==> config.mk <==
export PLATFORM = sky130hd
export DESIGN_NAME = web_fifo
export DESIGN_NICKNAME = d
export VERILOG_FILES = /design/src/rtl/web_pkg.sv /design/src/rtl/web_fifo.sv
export SDC_FILE = /design/constraint.sdc
export NUM_CORES = 1
export LEC_CHECK = 0
export ABC_CLOCK_PERIOD_IN_PS = 1700
export BUFFER_PORTS_ARGS = -buffer_cell sky130_fd_sc_hd__buf_2
export CAP_MARGIN = 20
export CORE_MARGIN = 5
export CORE_UTILIZATION = 35
export DETAILED_ROUTE_END_ITERATION = 6
export GPL_ROUTABILITY_DRIVEN = 0
export SLEW_MARGIN = 20
export SYNTH_ARGS = -nofsm -noshare
export SYNTH_HDL_FRONTEND = slang
export SYNTH_SLANG_ARGS = --single-unit
==> constraint.sdc <==
create_clock -name clk_i -period 1.7 [get_ports clk_i]
set_input_delay 0.17 -clock clk_i [delete_from_list [all_inputs] [get_ports clk_i]]
set_output_delay 0.17 -clock clk_i [all_outputs]
set_load 0.005 [all_outputs]
==> src/rtl/web_pkg.sv <==
package web_pkg;

  localparam int unsigned ROWS_DEF = 1024;
  localparam int unsigned DIM_DEF  = 16;

  localparam int WORD_W     = 16;
  localparam int ROW_W      = 10;
  localparam int COL_W      = 4;
  localparam int ACC_W      = 48;
  localparam int PROD_W     = 32;
  localparam int VAL_W      = 32;
  localparam int LEN_W      = 8;
  localparam int UCOL_W     = 5;
  localparam int CFG_IDX_W  = 2;
  localparam int CFG_DATA_W = 8;

  localparam int unsigned ITEM_Q_DEPTH = 4;
  localparam int unsigned RES_Q_DEPTH  = 2;

  typedef enum logic [CFG_IDX_W-1:0] {
    REG_USED_COLUMNS = 2'd0,
    REG_BAG_LENGTH   = 2'd1,
    REG_MEAN_MODE    = 2'd2
  } reg_idx_e;

  typedef enum logic {
    OP_WRITE   = 1'b0,
    OP_ELEMENT = 1'b1
  } op_e;

  typedef enum logic [2:0] {
    ST_IDLE,
    ST_MAC,
    ST_DRAIN,
    ST_LOAD,
    ST_DIV,
    ST_EMIT
  } back_state_e;

  typedef struct packed {
    logic                     is_elem;
    logic                     wr_ok;
    logic                     gather_ok;
    logic [ROW_W-1:0]         row;
    logic [COL_W-1:0]         column;
    logic signed [WORD_W-1:0] word;
    logic signed [WORD_W-1:0] weight;
  } item_t;

  typedef struct packed {
    logic [COL_W-1:0]        column;
    logic signed [VAL_W-1:0] value;
    logic                    last;
  } result_t;

  typedef struct packed {
    logic [UCOL_W-1:0] used_columns;
    logic [LEN_W-1:0]  bag_length;
    logic              mean_mode;
  } cfg_t;

endpackage

==> src/rtl/web_fifo.sv <==
module web_fifo
  import web_pkg::*;
#(
  parameter int unsigned WIDTH = 8,
  parameter int unsigned DEPTH = 2
) (
  input  logic             clk_i,
  input  logic             rst_ni,
  input  logic             push_i,
  input  logic [WIDTH-1:0] wdata_i,
  output logic             full_o,
  input  logic             pop_i,
  output logic [WIDTH-1:0] rdata_o,
  output logic             empty_o
);

  localparam int PW = $clog2(DEPTH);

  logic [WIDTH-1:0] mem_q [DEPTH];
  logic [PW:0]      wr_ptr_q, wr_ptr_d;
  logic [PW:0]      rd_ptr_q, rd_ptr_d;

  assign full_o  = (wr_ptr_q[PW] != rd_ptr_q[PW]) && (wr_ptr_q[PW-1:0] == rd_ptr_q[PW-1:0]);
  assign empty_o = (wr_ptr_q == rd_ptr_q);
  assign rdata_o = mem_q[rd_ptr_q[PW-1:0]];

  assign wr_ptr_d = (push_i && !full_o) ? wr_ptr_q + 1'b1 : wr_ptr_q;
  assign rd_ptr_d = (pop_i && !empty_o) ? rd_ptr_q + 1'b1 : rd_ptr_q;

  always_ff @(posedge clk_i or negedge rst_ni) begin
    if (!rst_ni) begin
      wr_ptr_q <= '0;
      rd_ptr_q <= '0;
    end else begin
      wr_ptr_q <= wr_ptr_d;
      rd_ptr_q <= rd_ptr_d;
    end
  end

  always_ff @(posedge clk_i) begin
    if (push_i && !full_o) begin
      mem_q[wr_ptr_q[PW-1:0]] <= wdata_i;
    end
  end

endmodule

; ---- Word level (Yosys, flattened, before mapping)
; Memories as Yosys holds them, arrays and structs flattened.
; Index checks and enable logic that the tools add are counted.
[totals]
elab_cells = 15
latch_bits = 0
romBits = 0
output_inout_bits = 10
inputBits = 12
mem_count = 1
ramBits = 16
regBits = 4
[classes]
shifts = 0
div_mod_pow = 0
eq_ne = 3
bitwise = 0
n_lt_le_gt_ge = 0
n_addsub = 2
n_reduce_logical = 5
muxes = 2
n_mul = 0
[mem_list]
columns = name, words, word_bits, read_ports, rd_clocked_by_memory_dff, write_ports, line_no
row1 = mem_q, 2, 8, 1, 0, 1, web_fifo.sv:19  ; logic [WIDTH-1:0] mem_q [DEPTH];
[op_table]
columns = op, n
row1 = "adder 2 x 1 -> 2 bit, second input constant", 2
row2 = logical AND 1 bit, 3
row3 = == test 2 bit, 1
row4 = logical NOT 1 bit, 2
row5 = two-way mux 1 bit, 2
row6 = == test 1 bit, 1
row7 = inequality test 1 bit, 1

; ---- Depth between registers and ports, before layout
[logic_depth]
word_depth = 6
ltp_mapped = 3
depth_no_buf = 3

; ---- Worst setup path after synthesis
; No wires, ideal clock.
[synth_timing]
path_kind = reg-to-reg
from = register wr_ptr_q[1]
to = memory mem_q[1][0], enable pin
t_required_ns = 1.323
path_stages_with_launch = 3
setup_time_ns = 0.377
path_buffers = 0
synth_period_minus_slack_ns = 1.489
t_arrival_ns = 1.112
setup_slack_ns = 0.211
path_cell_list = dfrtp_1 -> xor2_1 -> a21oi_1
[synth_between]
elab_chain_len = 6
[synth_lines]
columns = item, line_no
row1 = start: declaration, web_fifo.sv:20  ; logic [PW:0] wr_ptr_q, wr_ptr_d;
row2 = start signal: assignment, web_fifo.sv:35  ; wr_ptr_q <= wr_ptr_d;
row3 = inequality test 1 bit, web_fifo.sv:23  ; assign full_o = (wr_ptr_q[PW] != rd_ptr_q[PW]) && (wr_ptr_q[PW-1:0] == rd_ptr_q[PW-1:0]);
row4 = logical AND 1 bit, web_fifo.sv:23
row5 = logical NOT 1 bit, web_fifo.sv:41  ; if (push_i && !full_o) begin
row6 = logical AND 1 bit, web_fifo.sv:41
row7 = two-way mux 1 bit, web_fifo.sv:41
row8 = two-way mux 1 bit (not written as such), web_fifo.sv:42  ; mem_q[wr_ptr_q[PW-1:0]] <= wdata_i;
row9 = end: declaration, web_fifo.sv:19
; No other way between the ends.

; ---- Final worst setup path
[layout_timing]
from = register rd_ptr_q[0]
to = output rdata_o[4]
[layout_between]
elab_chain_len = 1
[layout_lines]
columns = item, line_no
row1 = start: declaration, web_fifo.sv:21  ; logic [PW:0] rd_ptr_q, rd_ptr_d;
row2 = start signal: assignment, web_fifo.sv:36  ; rd_ptr_q <= rd_ptr_d;
row3 = memory read (2 x 8 bit), n/a
row4 = end: declaration, web_fifo.sv:13  ; output logic [WIDTH-1:0] rdata_o,
; No other way between the ends.

==> results.md <==
- Clock transition at path regs: 120 ps
- Cells after DPL: 104
- Nets@finish: 94
- Max clock buf depth: 2
- Async S/R FF share, synth: 20.00%
- Via density: 4.505
- Share of layout cells above drive strength 1: 49.38%
- Final core utilization: 45.98%
- Pin count of the biggest net entering global routing: 12
- Sequential area share after synthesis: 72.16%
- Req. time, crit path: ~1500 ps
- DRC viols: 0
- VDD IR max: 909.2 uV
- Vias: 491
- Final Critical Period: 1596 ps
- Final hold vios: 0
- Total clock sinks: 20
- Core area: 0.002212 sq mm
- Most common cell in the netlist: edfxtp_1
- Clock Latency Late Sink: approximately 300 ps
- Slew @ Worst Pin: 291.9 ps
- Fin cells: between 100 and 150
- CTS tree: built
- Hold depth: 1
- Yosys top cell by area: edfxtp_1
- Global-route wire length before repair: approximately 2.4 mm
- Routed wire length per instance: approximately 13 um
- Cell variety after synth: 14
- Crit-path max FO: 9
- GRT overflow: 0
- Yosys reg bits: 20
- I/O pin count: 22
- CTS Buf Count: 3
- Critical Path Max Stage Delay: about 470 ps
- Initial Utilization: 36.37%
- Total GRT Usage: 9.579%
- Leakage: 0.4107 nW
- I/O Buffers: 21
- Fmax: 0.6265 GHz
- Post-synth top cells: edfxtp_1, mux2_2, nor2_1
- Std cell rows: 17
- EDFF count, synth: 16
- Critical Path Sink Type: primary output
- Final period util: a little over nine tenths
- Drt pass-1 iters: 4
- Synth Flop Type: edfxtp_1
- Area Growth Syn to Fin: 26.44%
- Synth warn: 0
- Yosys top cell area share: 59.72%
- PwrDens: 1722 mW/mm^2
- Syn_nets: 64
- Mapped Area: 804.5 sq um
- Initial antenna violation count: 0
- CP cell instances: buf_4, mux2_2, buf_2
- Final ANT Viol Nets: 0
- Die width: between 50 and 60 um
- Number of max-cap violations: 0
- CP Data Arrival Time: 1430 ps
- H-tree Lvls: 1
- Final Max Slew Viols: 0
- Final wirelength: 1.384 mm
- Crit path launch type: flip-flop
- CTS root buffer: clkbuf_4
- Cells after Synth: 52
- Vias in the first global route: 504
- Setup Buffers After CTS: 0
- Final Skew: 13.38 ps
- Syn_area_per_cell: ~15 sq um
- RSZ-0062 raised after global routing: no
- Final Setup Violations: 0
- Die Span Y: around 58 um
- Setup TNS: 0 ps
- Top cells by area, synth: edfxtp_1, mux2_2, dfrtp_1
- Antenna Cells: 0
- Final HPWL DP: 1.052 mm
- Status: completed
- Die footprint: 0.003358 sq mm
- Crit path kind: flip-flop to primary output
- Max_slew headroom: 80.40%
- Worst hold path type: input port to flip-flop
- Slowest-stage cell, CP: dfrtp_2
- Drt first-iter violations: 7
- R2R cell count: 4
[path summary, 6_finish.rpt]
kind | startpoint | endpoint | slack, ps
worst max-delay path | rd_ptr_q[0]$_DFFE_PN0P_ | rdata_o[4] | 100
worst min-delay path | wdata_i[5] | mem_q[1][5]$_DFFE_PP_ | 50
worst max register to register | wr_ptr_q[1]$_DFFE_PN0P_ | mem_q[0][1]$_DFFE_PP_ | 250
worst min register to register | rd_ptr_q[1]$_DFFE_PN0P_ | rd_ptr_q[1]$_DFFE_PN0P_ | 620
max in group asynchronous | rst_ni | rd_ptr_q[0]$_DFFE_PN0P_ | 1390
min in group asynchronous | rst_ni | rd_ptr_q[0]$_DFFE_PN0P_ | 180
[state kept, by name (all words and copies together), names as in the netlist]
| name | cells |
|---|---|
| wr_ptr_q | 2 |
| rd_ptr_q | 2 |
| mem_q | 16 |
[per-stage QoR]
stage               instance area (sq um)  hold WS (ps)  power [mW]  setup slack, ps
detailed placement                  969.7        -19.72       1.507            264.4
CTS                                  1017         40.77       1.784            74.18
floorplan                           804.5        -125.6       1.208            210.9
global route                         1017         30.96       1.886            12.45
global placement                    969.7        -21.41       1.497            274.8
finish                               1017         48.79       1.752            103.9
[power breakdown]
part / switching [mW] / total (mW) / internal [mW]
clock network: 0.140 / 0.270 / 0.131
registers: 0.105 / 0.803 / 0.698
logic: 0.323 / 0.679 / 0.356
[what timing repair did]
action / CTS / global route
gates resized for setup: 1 / 0
hold endpoints to repair: 4 / 0
hold buffers: 1 / 0
setup endpoints to repair: 5 / 0
[layer usage]
metal / vias to the layer above / wire, um / GRT usage [%]
li1: 247 / - / -
met1: 230 / 606 / 11.76
met2: 12 / 681 / 14.84
met3: 2 / 85 / 3.341
met4: 0 / 10 / 4.967
met5: - / 0 / 0
[final cells by class]
cell class	instances	area, sq um
inverter	1	3.754
clock buffer	4	36.28
tap	28	35.03
timing repair buffer	26	145.1
fill	210	1195
multi-input combinational	30	215.2
sequential	20	581.8
[worst max-delay path, delay by kind of cell (launching register included)]
family	cells	cell delay, ps
multiplexers	1	340
buffers and inverters	2	310
flip-flops	1	470
[kinds of logic (layout without fill, tap and decap cells)]
family | Yosys count | in the layout | synth area share [%]
flops | 20 | 20 | 72.16
simple gates | 10 | 10 | 4.977
mux | 9 | 9 | 12.60
compound gates | 8 | 8 | 5.909
xor+xnor | 3 | 3 | 3.267
buf+inv | 2 | 31 | 1.088
[cells in the final DEF (no fill, tap or decap), types with 2 or more instances in the layout]
cell type and instances:
o21ai_1 2, nor2_1 5, buf_4 4, dfrtp_1 3, xor2_1 2, a21oi_1 2
o21ai_0 3, mux2_2 9, buf_2 21, clkbuf_4 3, nand2_1 4, edfxtp_1 16
No activity file was read; power rests on OpenSTA's default activity.
