<file path="src/rtl/web_pkg.sv">
package web_pkg;

  localparam int unsigned ROWS_DEF = 1024;
  localparam int unsigned DIM_DEF  = 16;

  localparam int WORD_W     = 16;
  localparam int ROW_W      = 10;
  localparam int COL_W      = 4;
  localparam int ACC_W      = 48;
  localparam int PROD_W     = 32;
  localparam int VAL_W      = 32;
  localparam int LEN_W      = 8;
  localparam int UCOL_W     = 5;
  localparam int CFG_IDX_W  = 2;
  localparam int CFG_DATA_W = 8;

  localparam int unsigned ITEM_Q_DEPTH = 4;
  localparam int unsigned RES_Q_DEPTH  = 2;

  typedef enum logic [CFG_IDX_W-1:0] {
    REG_USED_COLUMNS = 2'd0,
    REG_BAG_LENGTH   = 2'd1,
    REG_MEAN_MODE    = 2'd2
  } reg_idx_e;

  typedef enum logic {
    OP_WRITE   = 1'b0,
    OP_ELEMENT = 1'b1
  } op_e;

  typedef enum logic [2:0] {
    ST_IDLE,
    ST_MAC,
    ST_DRAIN,
    ST_LOAD,
    ST_DIV,
    ST_EMIT
  } back_state_e;

  typedef struct packed {
    logic                     is_elem;
    logic                     wr_ok;
    logic                     gather_ok;
    logic [ROW_W-1:0]         row;
    logic [COL_W-1:0]         column;
    logic signed [WORD_W-1:0] word;
    logic signed [WORD_W-1:0] weight;
  } item_t;

  typedef struct packed {
    logic [COL_W-1:0]        column;
    logic signed [VAL_W-1:0] value;
    logic                    last;
  } result_t;

  typedef struct packed {
    logic [UCOL_W-1:0] used_columns;
    logic [LEN_W-1:0]  bag_length;
    logic              mean_mode;
  } cfg_t;

endpackage

</file>
<file path="src/rtl/web_fifo.sv">
module web_fifo
  import web_pkg::*;
#(
  parameter int unsigned WIDTH = 8,
  parameter int unsigned DEPTH = 2
) (
  input  logic             clk_i,
  input  logic             rst_ni,
  input  logic             push_i,
  input  logic [WIDTH-1:0] wdata_i,
  output logic             full_o,
  input  logic             pop_i,
  output logic [WIDTH-1:0] rdata_o,
  output logic             empty_o
);

  localparam int PW = $clog2(DEPTH);

  logic [WIDTH-1:0] mem_q [DEPTH];
  logic [PW:0]      wr_ptr_q, wr_ptr_d;
  logic [PW:0]      rd_ptr_q, rd_ptr_d;

  assign full_o  = (wr_ptr_q[PW] != rd_ptr_q[PW]) && (wr_ptr_q[PW-1:0] == rd_ptr_q[PW-1:0]);
  assign empty_o = (wr_ptr_q == rd_ptr_q);
  assign rdata_o = mem_q[rd_ptr_q[PW-1:0]];

  assign wr_ptr_d = (push_i && !full_o) ? wr_ptr_q + 1'b1 : wr_ptr_q;
  assign rd_ptr_d = (pop_i && !empty_o) ? rd_ptr_q + 1'b1 : rd_ptr_q;

  always_ff @(posedge clk_i or negedge rst_ni) begin
    if (!rst_ni) begin
      wr_ptr_q <= '0;
      rd_ptr_q <= '0;
    end else begin
      wr_ptr_q <= wr_ptr_d;
      rd_ptr_q <= rd_ptr_d;
    end
  end

  always_ff @(posedge clk_i) begin
    if (push_i && !full_o) begin
      mem_q[wr_ptr_q[PW-1:0]] <= wdata_i;
    end
  end

endmodule

</file>
<file path="src/rtl/web_front.sv">
module web_front
  import web_pkg::*;
#(
  parameter int unsigned ROWS  = ROWS_DEF,
  parameter int unsigned DIM   = DIM_DEF,
  parameter int unsigned DEPTH = ITEM_Q_DEPTH
) (
  input  logic                     clk_i,
  input  logic                     rst_ni,
  input  logic                     push_i,
  output logic                     full_o,
  input  logic                     opcode_i,
  input  logic [ROW_W-1:0]         row_i,
  input  logic [COL_W-1:0]         column_i,
  input  logic signed [WORD_W-1:0] table_word_i,
  input  logic signed [WORD_W-1:0] weight_i,
  output item_t                    item_o,
  output logic                     empty_o,
  input  logic                     pop_i
);

  item_t                    cls;
  logic [$bits(item_t)-1:0] q_rdata;

  // range checks are done here so the back end only steers
  always_comb begin
    cls.is_elem   = (opcode_i == OP_ELEMENT);
    cls.gather_ok = (32'(row_i) < ROWS);
    cls.wr_ok     = (32'(row_i) < ROWS) && (32'(column_i) < DIM);
    cls.row       = row_i;
    cls.column    = column_i;
    cls.word      = table_word_i;
    cls.weight    = weight_i;
  end

  web_fifo #(
    .WIDTH($bits(item_t)),
    .DEPTH(DEPTH)
  ) u_item_q (
    .clk_i  (clk_i),
    .rst_ni (rst_ni),
    .push_i (push_i),
    .wdata_i(cls),
    .full_o (full_o),
    .pop_i  (pop_i),
    .rdata_o(q_rdata),
    .empty_o(empty_o)
  );

  assign item_o = item_t'(q_rdata);

endmodule

</file>
<file path="config.mk">
export PLATFORM = sky130hd
export DESIGN_NAME = web_front
export DESIGN_NICKNAME = d
export VERILOG_FILES = /design/src/rtl/web_pkg.sv /design/src/rtl/web_fifo.sv /design/src/rtl/web_front.sv
export SDC_FILE = /design/constraint.sdc
export NUM_CORES = 1
export LEC_CHECK = 0
export ABC_AREA = 1
export ABC_CLOCK_PERIOD_IN_PS = 3600
export BUFFER_PORTS_ARGS = -buffer_cell sky130_fd_sc_hd__buf_2
export CAP_MARGIN = 20
export CORE_MARGIN = 2
export CORE_UTILIZATION = 52
export DETAILED_ROUTE_END_ITERATION = 8
export MAX_ROUTING_LAYER = met4
export PLACE_DENSITY = 0.72
export SYNTH_ARGS = -nofsm -noshare
export SYNTH_HDL_FRONTEND = slang
export SYNTH_HIERARCHICAL = 1
export SYNTH_SLANG_ARGS = --single-unit
</file>
<file path="constraint.sdc">
create_clock -name clk_i -period 3.6 [get_ports clk_i]
set_input_delay 0.36 -clock clk_i [delete_from_list [all_inputs] [get_ports clk_i]]
set_output_delay 0.36 -clock clk_i [all_outputs]
set_load 0.005 [all_outputs]
</file>
After elaboration in Yosys (flattened, before gate mapping)
Memories as Yosys holds them, arrays and structs flattened.
Index checks and enable logic that the tools add are counted.
{"block": "classes", "n_lt_le_gt_ge": 0, "n_div": 0, "shift": 0, "n_reduce_logical": 5, "n_eq_ne": 3, "n_bitwise": 0, "add_sub_neg": 2, "n_mul": 0, "mux": 2}
{"cell": "adder 3 x 1 -> 3 bit (second input constant)", "n": 2}
{"cell": "== test 3 bit", "n": 1}
{"cell": "logical AND 1 bit", "n": 3}
{"cell": "== test 2 bit", "n": 1}
{"cell": "logical NOT 1 bit", "n": 2}
{"cell": "two-way mux 1 bit", "n": 2}
{"cell": "inequality test 1 bit", "n": 1}
{"block": "word_totals", "romBits": 0, "output_inout_bits": 51, "mem_bits_rw": 188, "in_bits": 51, "elab_cells": 15, "regBits": 6, "latchBits": 0, "memories": 1}
{"memory": "u_item_q.mem_q", "depth": 4, "word_bits": 47, "read_ports": 1, "rd_clocked_by_memory_dff": 0, "wr": 1, "line_no": "web_fifo.sv:19", "text": "logic [WIDTH-1:0] mem_q [DEPTH];"}

Logic depth before layout (Yosys ltp)
Gate-level depths: netlist of run 1.
{"block": "depth", "word_depth": 6, "ltp_mapped": 8, "ltp_nobuf": 7}

Cells and area by module
The synthesis of run 1 kept the hierarchy.
{"mod": "web_fifo", "seq_area_each_um2": 6035.8, "area_per_inst_um2": 7638.6, "cells_per_inst": 534, "n_inst": 1}
{"mod": "web_front", "seq_area_each_um2": 0.0, "area_per_inst_um2": 3.8, "cells_per_inst": 1, "n_inst": 1}

Worst setup path after synthesis of run 1
Ideal clock, no wire load.
{"block": "synth_path", "path_kind": "register to register", "startpoint": "register u_item_q.rd_ptr_q[0]", "endpoint": "memory u_item_q/mem_q[0][0] (netlist bit) (enable)", "period_less_slack_ns": 3.389, "setup_ns": 0.456, "stages_incl_launch_ff": 8, "slack_ns": 0.211, "arrival_ns": 2.934, "required_ns": 3.144, "path_buffers": 1, "cell_sequence": "dfrtp_1 buf_6 inv_6 nand2_2 nand2_1 nand3_2 nand2_2 nor2_1"}
{"block": "synth_via", "elab_chain_cells": 6}
{"item": "start, declared", "line_no": "web_fifo.sv:21", "text": "logic [PW:0] rd_ptr_q, rd_ptr_d;"}
{"item": "start signal, assigned", "line_no": "web_fifo.sv:36", "text": "rd_ptr_q <= rd_ptr_d;"}
{"item": "== test 2 bit", "line_no": "web_fifo.sv:23", "text": "assign full_o = (wr_ptr_q[PW] != rd_ptr_q[PW]) && (wr_ptr_q[PW-1:0] == rd_ptr_q[PW-1:0]);"}
{"item": "logical AND 1 bit", "line_no": "web_fifo.sv:23"}
{"item": "logical NOT 1 bit", "line_no": "web_fifo.sv:41", "text": "if (push_i && !full_o) begin"}
{"item": "logical AND 1 bit", "line_no": "web_fifo.sv:41"}
{"item": "two-way mux 1 bit", "line_no": "web_fifo.sv:41"}
{"item": "two-way mux 1 bit (not written as such)", "line_no": "web_fifo.sv:42", "text": "mem_q[wr_ptr_q[PW-1:0]] <= wdata_i;"}
{"item": "end, declared", "line_no": "web_fifo.sv:19"}
No other way between the ends.

==> summary.md, run 1 <==
| Metric | Value |
|---|---|
| Pwr Total | 0.00770 W |
| Maximum clock path buffer count | 3 |
| CP endpoint kind | output pin |
| # diodes | 0 |
| Pin count of the biggest net entering global routing | 100 |
| Leakage power | 3.24 nW |
| Mux contribution to synthesized area | 0% |
| Worst Hold Depth | 1 |
| Final Cycle Share | 81.5% |
| Area of the multi-input gates | 1460 sq um |
| Worst-path clk slew | 0.06 ns |
| Post-synth top area cell | edfxtp_1 |
| FF-to-FF End | u_item_q/mem_q[0][11] |
| Pre-CTS setup slack | 0.880 ns |
| Total clock sinks | between 200 and 250 |
| Synth Area per Inst | 14.3 sq um |
| Max capacitance violation total | 0 |
| Drt pass-1 iters | 5 |
| Hold Vio Cnt, Final | 0 |
| Starting Density | 53.0% |
| Dpl hpwl | 8710 um |
| DRC | 0 |
| Flop-to-flop setup slack | about 0.92 ns |
| Cts hold-fix bufs | 1 |
| Top post-synthesis cells by area | edfxtp_1 (77%), o21ai_0 (6.4%), nor2_1 (5.0%) |
| Syn Inst Count | between 500 and 600 |
| Mapped cell area | ~7600 sq um |
| WL per Instance | 18.3 um |
| Initial antenna violation count | 0 |
| Post-Synth Simple-Gate Area | approximately 7% |
| RSZ-0062 raised after global routing | false |
| Die area | 15700 sq um |
| Slew headroom | 34.4% |
| DRT antenna net count | 0 |
| Yosys top cell area share | 77.0% |
| GRT Resource Usage Total | 20.2% |
| Vias/cell | approximately 5.5 |
| Hold Startpoint | row_i[4] |
| Non-filler instance count after layout | 840 |
| Row cnt | 44 |
| CORE AREA | ~14000 sq um |
| Post-Synth Adder-Cell Area | 0.819% |
| FF-to-FF Start | u_item_q/rd_ptr_q[0] |
| Post-synthesis compound-gate area fraction | 10.4% |
| CP arrival | 2.58 ns |
| Port buffer count | 101 |
| Type of the tightest min-delay check | input port to flop |
| Setup CP Type | flop to output pin |
| Pwr/cell area | about 850 nW/um^2 |
| CP startpoint kind | flop |
| Register area | about 6000 sq um |
| Clk_lat worst skew | 0.48 ns |
| Post-synthesis sequential area ratio | between 70 and 80% |
| YS warnings | 6 |
| Final min period | 2.94 ns |
| Number of global-route vias before repair | 4695 |
| Via count | 4613 |
| Area Overhead vs Synth | 18.2% |
| Final wirelength | 15300 um |
| Synth cell types | 22 |
| Number of setup violations in the final report | 0 |
| DR iter-0 viols | 467 |
| Synth Area in XOR/XNOR | 0.229% |
| Final worst slack | between 0.6 and 0.7 ns |
| R2R depth | 6 |
| Die height | between 100 and 150 um |
| Clock root buffer | clkbuf_16 |
| Setup bufs post-CTS | 0 |
| Clk_skew | ~0.0085 ns |
| Slew Limit Fails | 0 |
| Io pins | 102 |
| Worst Path Max Fanout | 99 |
| First-pass GRT wire length | 24500 um |
| CTS H-Tree Depth | 1 |
| Worst Max-Slew Pin Slew | 0.981 ns |
| CTS tree | yes |
| Post_cts resized | 0 |
| Largest family of logic cells by synthesized area | compound AO/OA/AOI/OAI gates |
| Placer Congestion | 0.766 |
| Status | finished, final reports clean |
| Synth Register Bits | slightly above 200 |
| Grt total ovfl | 0 |
| Dpl cells | 803 |
| Fin Setup TNS | 0 ns |
| FMAX | 0.341 GHz |
| Filler cells | 1086 |
| Nets | 699 |
| Die W | 125 um |
| WP data required | about 3.2 ns |
| Num CTS Buffers | 21 |
| Share of layout cells above drive strength 1 | a little under a quarter |
| Worst Hold Path EP | u_item_q/mem_q[2][40] |
| Worst VDD drop | 0.517 mV |
## cells in the mapped netlist
library cell	count
dfrtp_1	6
o22ai_1	49
nand2_2	2
conb_1	1
nand3_2	2
buf_1	1
inv_6	1
buf_2	7
inv_2	1
buf_6	1
inv_1	11
xor2_1	1
nand3_1	6
nor2_1	101
buf_4	3
xnor2_1	1
o21ai_0	97
nand2_1	23
edfxtp_1	196
o21ai_1	1
clkbuf_1	19
ha_1	5
## cell usage in the layout, fill, tap and decap left out, types with 3 or more instances in the layout
master,count
nor2_4,3
buf_4,6
nand2_1,23
clkinv_1,6
clkinv_2,3
dfrtp_1,4
edfxtp_1,196
bufinv_16,3
inv_1,10
buf_2,101
nand3_1,6
o21ai_0,97
o22ai_1,49
conb_1,8
ha_1,5
nor2_1,98
clkbuf_16,21
## layout make-up
class	instances	share of cell area (%)
Sequential cell	202	66.9
Clock inverter	13	1.51
Inverter	13	0.596
Timing Repair Buffer	109	6.43
Clock buffer	23	5.90
Tap cell	184	2.55
Multi-Input combinational cell	296	16.1
## cells by family (layout without fill, tap and decap cells)
group                      after synthesis  after routing
and+or+nand+nor                        134            134
buffers and inverters                   44            158
adders and majority gates                5              5
other                                    1              8
AOI/OAI and AO/OA                      147            147
xor gates and xnor gates                 2              2
DFF                                    202            202
## how the worst max path moves through the flow
stage	from	to
finish	u_item_q/rd_ptr_q[0]	item_o[11]
global route	u_item_q/rd_ptr_q[0]	item_o[47]
CTS	u_item_q/rd_ptr_q[1]	item_o[11]
detailed placement	u_item_q/rd_ptr_q[0]	u_item_q/mem_q[0][14]
global placement	u_item_q/rd_ptr_q[0]	u_item_q/mem_q[0][12]
floorplan	u_item_q/rd_ptr_q[0]	u_item_q/mem_q[0][0]
## metrics by stage
step	hold slack (ns)	instance area, sq um	util (%)
finish	0.102	9030	62.6
floorplan	0.0644	7670	-
detailed placement	0.205	8350	57.9
global route	0.0905	9030	62.6
CTS	0.0874	9030	62.6
global placement	0.202	8330	57.8
## flip-flops by register name, indices dropped and copies added (netlist names)
signal and count:
u_item_q/mem_q 196, u_item_q/rd_ptr_q 3, u_item_q/wr_ptr_q 3
## where the power goes
part           total, W  switching (W)  leakage (nW)  internal (W)
registers       0.00330       0.000166          1.87       0.00313
clock network   0.00209       0.000811         0.329       0.00128
logic           0.00231        0.00153          1.05      0.000781
## worst max-delay path: stages (launching register included)
cell	delay, ns
dfrtp_4	0.62
inv_6	0.10
buf_4	0.73
o21ai_0	0.23
o22ai_1	0.25
buf_2	0.16
## per-layer routing
layer  global-route usage, %  up-vias  share of wire, %
met5                       -        -                 0
met4                    4.38        0              0.97
met3                    3.00       18               6.4
met2                    31.6      190                48
met1                    28.7     2209                44
li1                        -     2196                 -
No activity file was read; power rests on OpenSTA's default activity.
==> run 2: changes to the inputs <==
- ABC_AREA: 1 -> 0
- ABC_CLOCK_PERIOD_IN_PS: 3600 -> 2600
- CORE_UTILIZATION: 52 -> 51
- PLACE_DENSITY: 0.72 -> 0.71
- clock period: 3.6 -> 2.6 ns (I/O delays scaled with it)
==> summary.md, run 2 <==
| Metric | Value |
|---|---|
| Status | finished, final reports clean |
| RSZ-0062 raised after global routing | false |
| Final min period | 2.35 ns |
| CP arrival | 2.09 ns (-0.49 ns) |
| Highest routed layer | met4 |
| Leading cell types in the layout, fill and taps excluded | edfxtp_1 (196), buf_2 (101), mux4_2 (49) |
| Final worst slack | 0.252 ns (-0.413 ns) |
| Share of layout cells above drive strength 1 | 41.2% (+19 points) |
| DRC | 0 (unchanged) |
| Yosys top cell area share | 77.5% (+0.47 points) |
| Wl on met1 | 5590 um (-18%) |
| Post-synthesis sequential area ratio | 79.5% (+0.48 points) |
| WP data required | 2.34 ns (-0.90 ns) |
| CP startpoint kind | flop |
| Leakage power | 3.32 nW (+2.2%) |
| Type of the tightest min-delay check | input port to flop |
| Row cnt | 44 (unchanged) |
| Port buffer count | 101 (unchanged) |
| Area Overhead vs Synth | 24.9% |
| Slowest Stage Delay on Critical Path | 0.64 ns (-0.09 ns) |
| Placer Congestion | 0.749 (-2.1%) |
| Most frequent cell after synthesis | edfxtp_1 |
| Worst Path Buf+Inv | 2 (-1) |
| Hold Vio Cnt, Final | 0 (unchanged) |
| Synth cell types | 29 (+32%) |
| Pre-CTS setup slack | 0.533 ns (-0.347 ns) |
| Worst VDD drop | 0.689 mV (+33%) |
| Synth Register Bits | 202 (unchanged) |
| Final wirelength | 13300 um (-13%) |
| Via count | 3631 (-21%) |
| Worst Path Max Fanout | 54 (-45%) |
| First-pass GRT wire length | 21200 um (-13%) |
| Most common cell after layout, fill and taps aside | edfxtp_1 |
| Clock root buffer | clkbuf_16 |
| Critical-path cell list | buf_4 -> xor2_1 -> nor3_1 -> buf_2 |
| Synth Flop Type | edfxtp_1 |
| Die area | 15900 sq um (+1.3%) |
| Slew Limit Fails | 0 (unchanged) |
| Slew headroom | 46.5% (+12 points) |
| Async SR Flop Fraction | 2.97% (unchanged) |
| Pin count of the biggest net entering global routing | 55 (-45%) |
| Vias/cell | 5.35 (-2.6%) |
| Worst Max-Slew Pin Slew | 0.803 ns (-0.178 ns) |
| Met3 WL | 541 um (-45%) |
| Pwr/cell area | 1090 nW/um^2 (+28%) |
| Setup CP Type | flop to output pin |
| Clk_lat worst skew | 0.48 ns (about the same) |
| Number of global-route vias before repair | 3935 (-16%) |
| Post-synth EDFFs | 196 (unchanged) |
| Top post-synthesis cells by area | edfxtp_1 (77%), mux4_2 (15%), dfrtp_1 (2.0%) |
| Mapped cell area | 7600 sq um (-0.61%) |
| Die W | 126 um (+0.65%) |
| # diodes | 0 (unchanged) |
| Final Cycle Share | 90.3% |
| Cts hold-fix bufs | 45 (+44) |
| WL met2 | 6980 um (-5.9%) |
| Post-synth top cells | edfxtp_1 (196), mux4_2 (49), dfrtp_1 (6) |
| Die height | 126 um (+0.65%) |
| Drt pass-1 iters | 4 (-1) |
| CTS tree | yes |
| CP endpoint kind | output pin |
| DR iter-0 viols | 266 (-43%) |
| Delay-heaviest family, CP | buffers and inverters |
| Grt total ovfl | 0 (unchanged) |
| Initial antenna violation count | 0 (unchanged) |
| Total clock sinks | 202 (unchanged) |
| Post_cts resized | 0 (unchanged) |
| Number of setup violations in the final report | 0 (unchanged) |
| Max stage delay cell, worst path | buf_4 |
| WL per Instance | 19.6 um (+7.6%) |
| Worst-path clk slew | 0.06 ns (about the same) |
| Maximum clock path buffer count | 3 (unchanged) |
| Clk_skew | 0.0129 ns (+0.00437 ns) |
| Fin Setup TNS | 0 ns (unchanged) |
| Pwr Total | 0.0104 W (+35%) |
| Starting Density | 52.3% (-0.72 points) |
| Syn Inst Count | 306 (-43%) |
| CORE AREA | 14500 sq um (+0.76%) |
| CTS H-Tree Depth | 1 (unchanged) |
| GRT Resource Usage Total | 17.8% (-2.4 points) |
| Dpl hpwl | 7860 um (-9.8%) |
| Max capacitance violation total | 0 (unchanged) |
| Setup bufs post-CTS | 0 (unchanged) |
| DRT antenna net count | 0 (unchanged) |
| Post-synth top area cell | edfxtp_1 |
| Nets | 536 (-23%) |
| YS warnings | 6 (unchanged) |
| Largest register FFs | 196 (unchanged) |
| Synth Area per Inst | 24.8 sq um (+74%) |
| Io pins | 102 (unchanged) |
| FMAX | 0.426 GHz |
| Num CTS Buffers | 21 (unchanged) |
run 2: changes by cell type after synthesis, sizes merged, moves of 4 or more:
cell / previous run / this run
o31ai: 0 / 4
nand2: 25 / 1
nor2: 101 / 1
xnor2: 1 / 5
nand3: 8 / 2
clkbuf: 19 / 1
mux4: 0 / 49
o21ai: 98 / 0
inv: 13 / 4
o22ai: 49 / 0
a21oi: 0 / 4
run 2: stage by stage:
step	instance area (sq um)	std cells	hold slack (ns)	util (%)
3_5_place_dp	8380	596	0.112	57.7
2_1_floorplan	7620	313	-0.0356	-
6_report	9490	679	0.0140	65.3
3_3_place_gp	8380	596	0.105	57.7
4_1_cts	9490	679	0.000900	65.3
5_1_grt	9490	679	0.00793	65.3
run 2: kinds of logic after synthesis:
| family | synth area share, % |
|---|---|
| other | 0.0494 |
| flip-flops | 79.5 |
| AO/OA/AOI/OAI | 1.60 |
| AND/OR/NAND/NOR | 0.856 |
| buffers and inverters | 1.35 |
| adder cells (fa/ha/maj) | 0.824 |
| multiplexers | 14.5 |
| XOR/XNOR | 1.33 |
run 2: path summary, 6_finish.rpt:
path | from | to | slack (ns) | cells after the start
setup / recovery | u_item_q/rd_ptr_q[1] | empty_o | 0.25 | 4
hold / removal | table_word_i[10] | u_item_q/mem_q[0][26] | 0.01 | 1
setup reg to reg | u_item_q/wr_ptr_q[1] | u_item_q/mem_q[0][36] | 0.51 | 4
hold reg to reg | u_item_q/wr_ptr_q[2] | u_item_q/wr_ptr_q[2] | 0.62 | 1
max in group asynchronous | rst_ni | u_item_q/rd_ptr_q[0] | 2.26 | 2
min in group asynchronous | rst_ni | u_item_q/wr_ptr_q[1] | 0.15 | 2
run 2: metal layers:
layer,track usage [%],up-vias
met3,3.02,18
met2,30.1,79
met4,4.20,0
met1,22.8,1891
li1,-,1643
met5,-,-
run 2: layout make-up:
type | instances | area, sq um
well taps | 184 | 230
inverters | 4 | 15.0
flip-flops and latches | 202 | 6040
multi-input cells | 95 | 1490
clock buffers | 27 | 548
clock inverters | 11 | 109
fillers | 973 | 5050
repair buffers | 156 | 1060
run 2: power breakdown:
group	total (W)	switching [W]	leakage (nW)	internal [W]
logic	0.00300	0.00155	1.13	0.00146
clock network	0.00282	0.00113	0.324	0.00169
registers	0.00454	0.000199	1.86	0.00434
total	0.0104	0.00287	3.32	0.00749
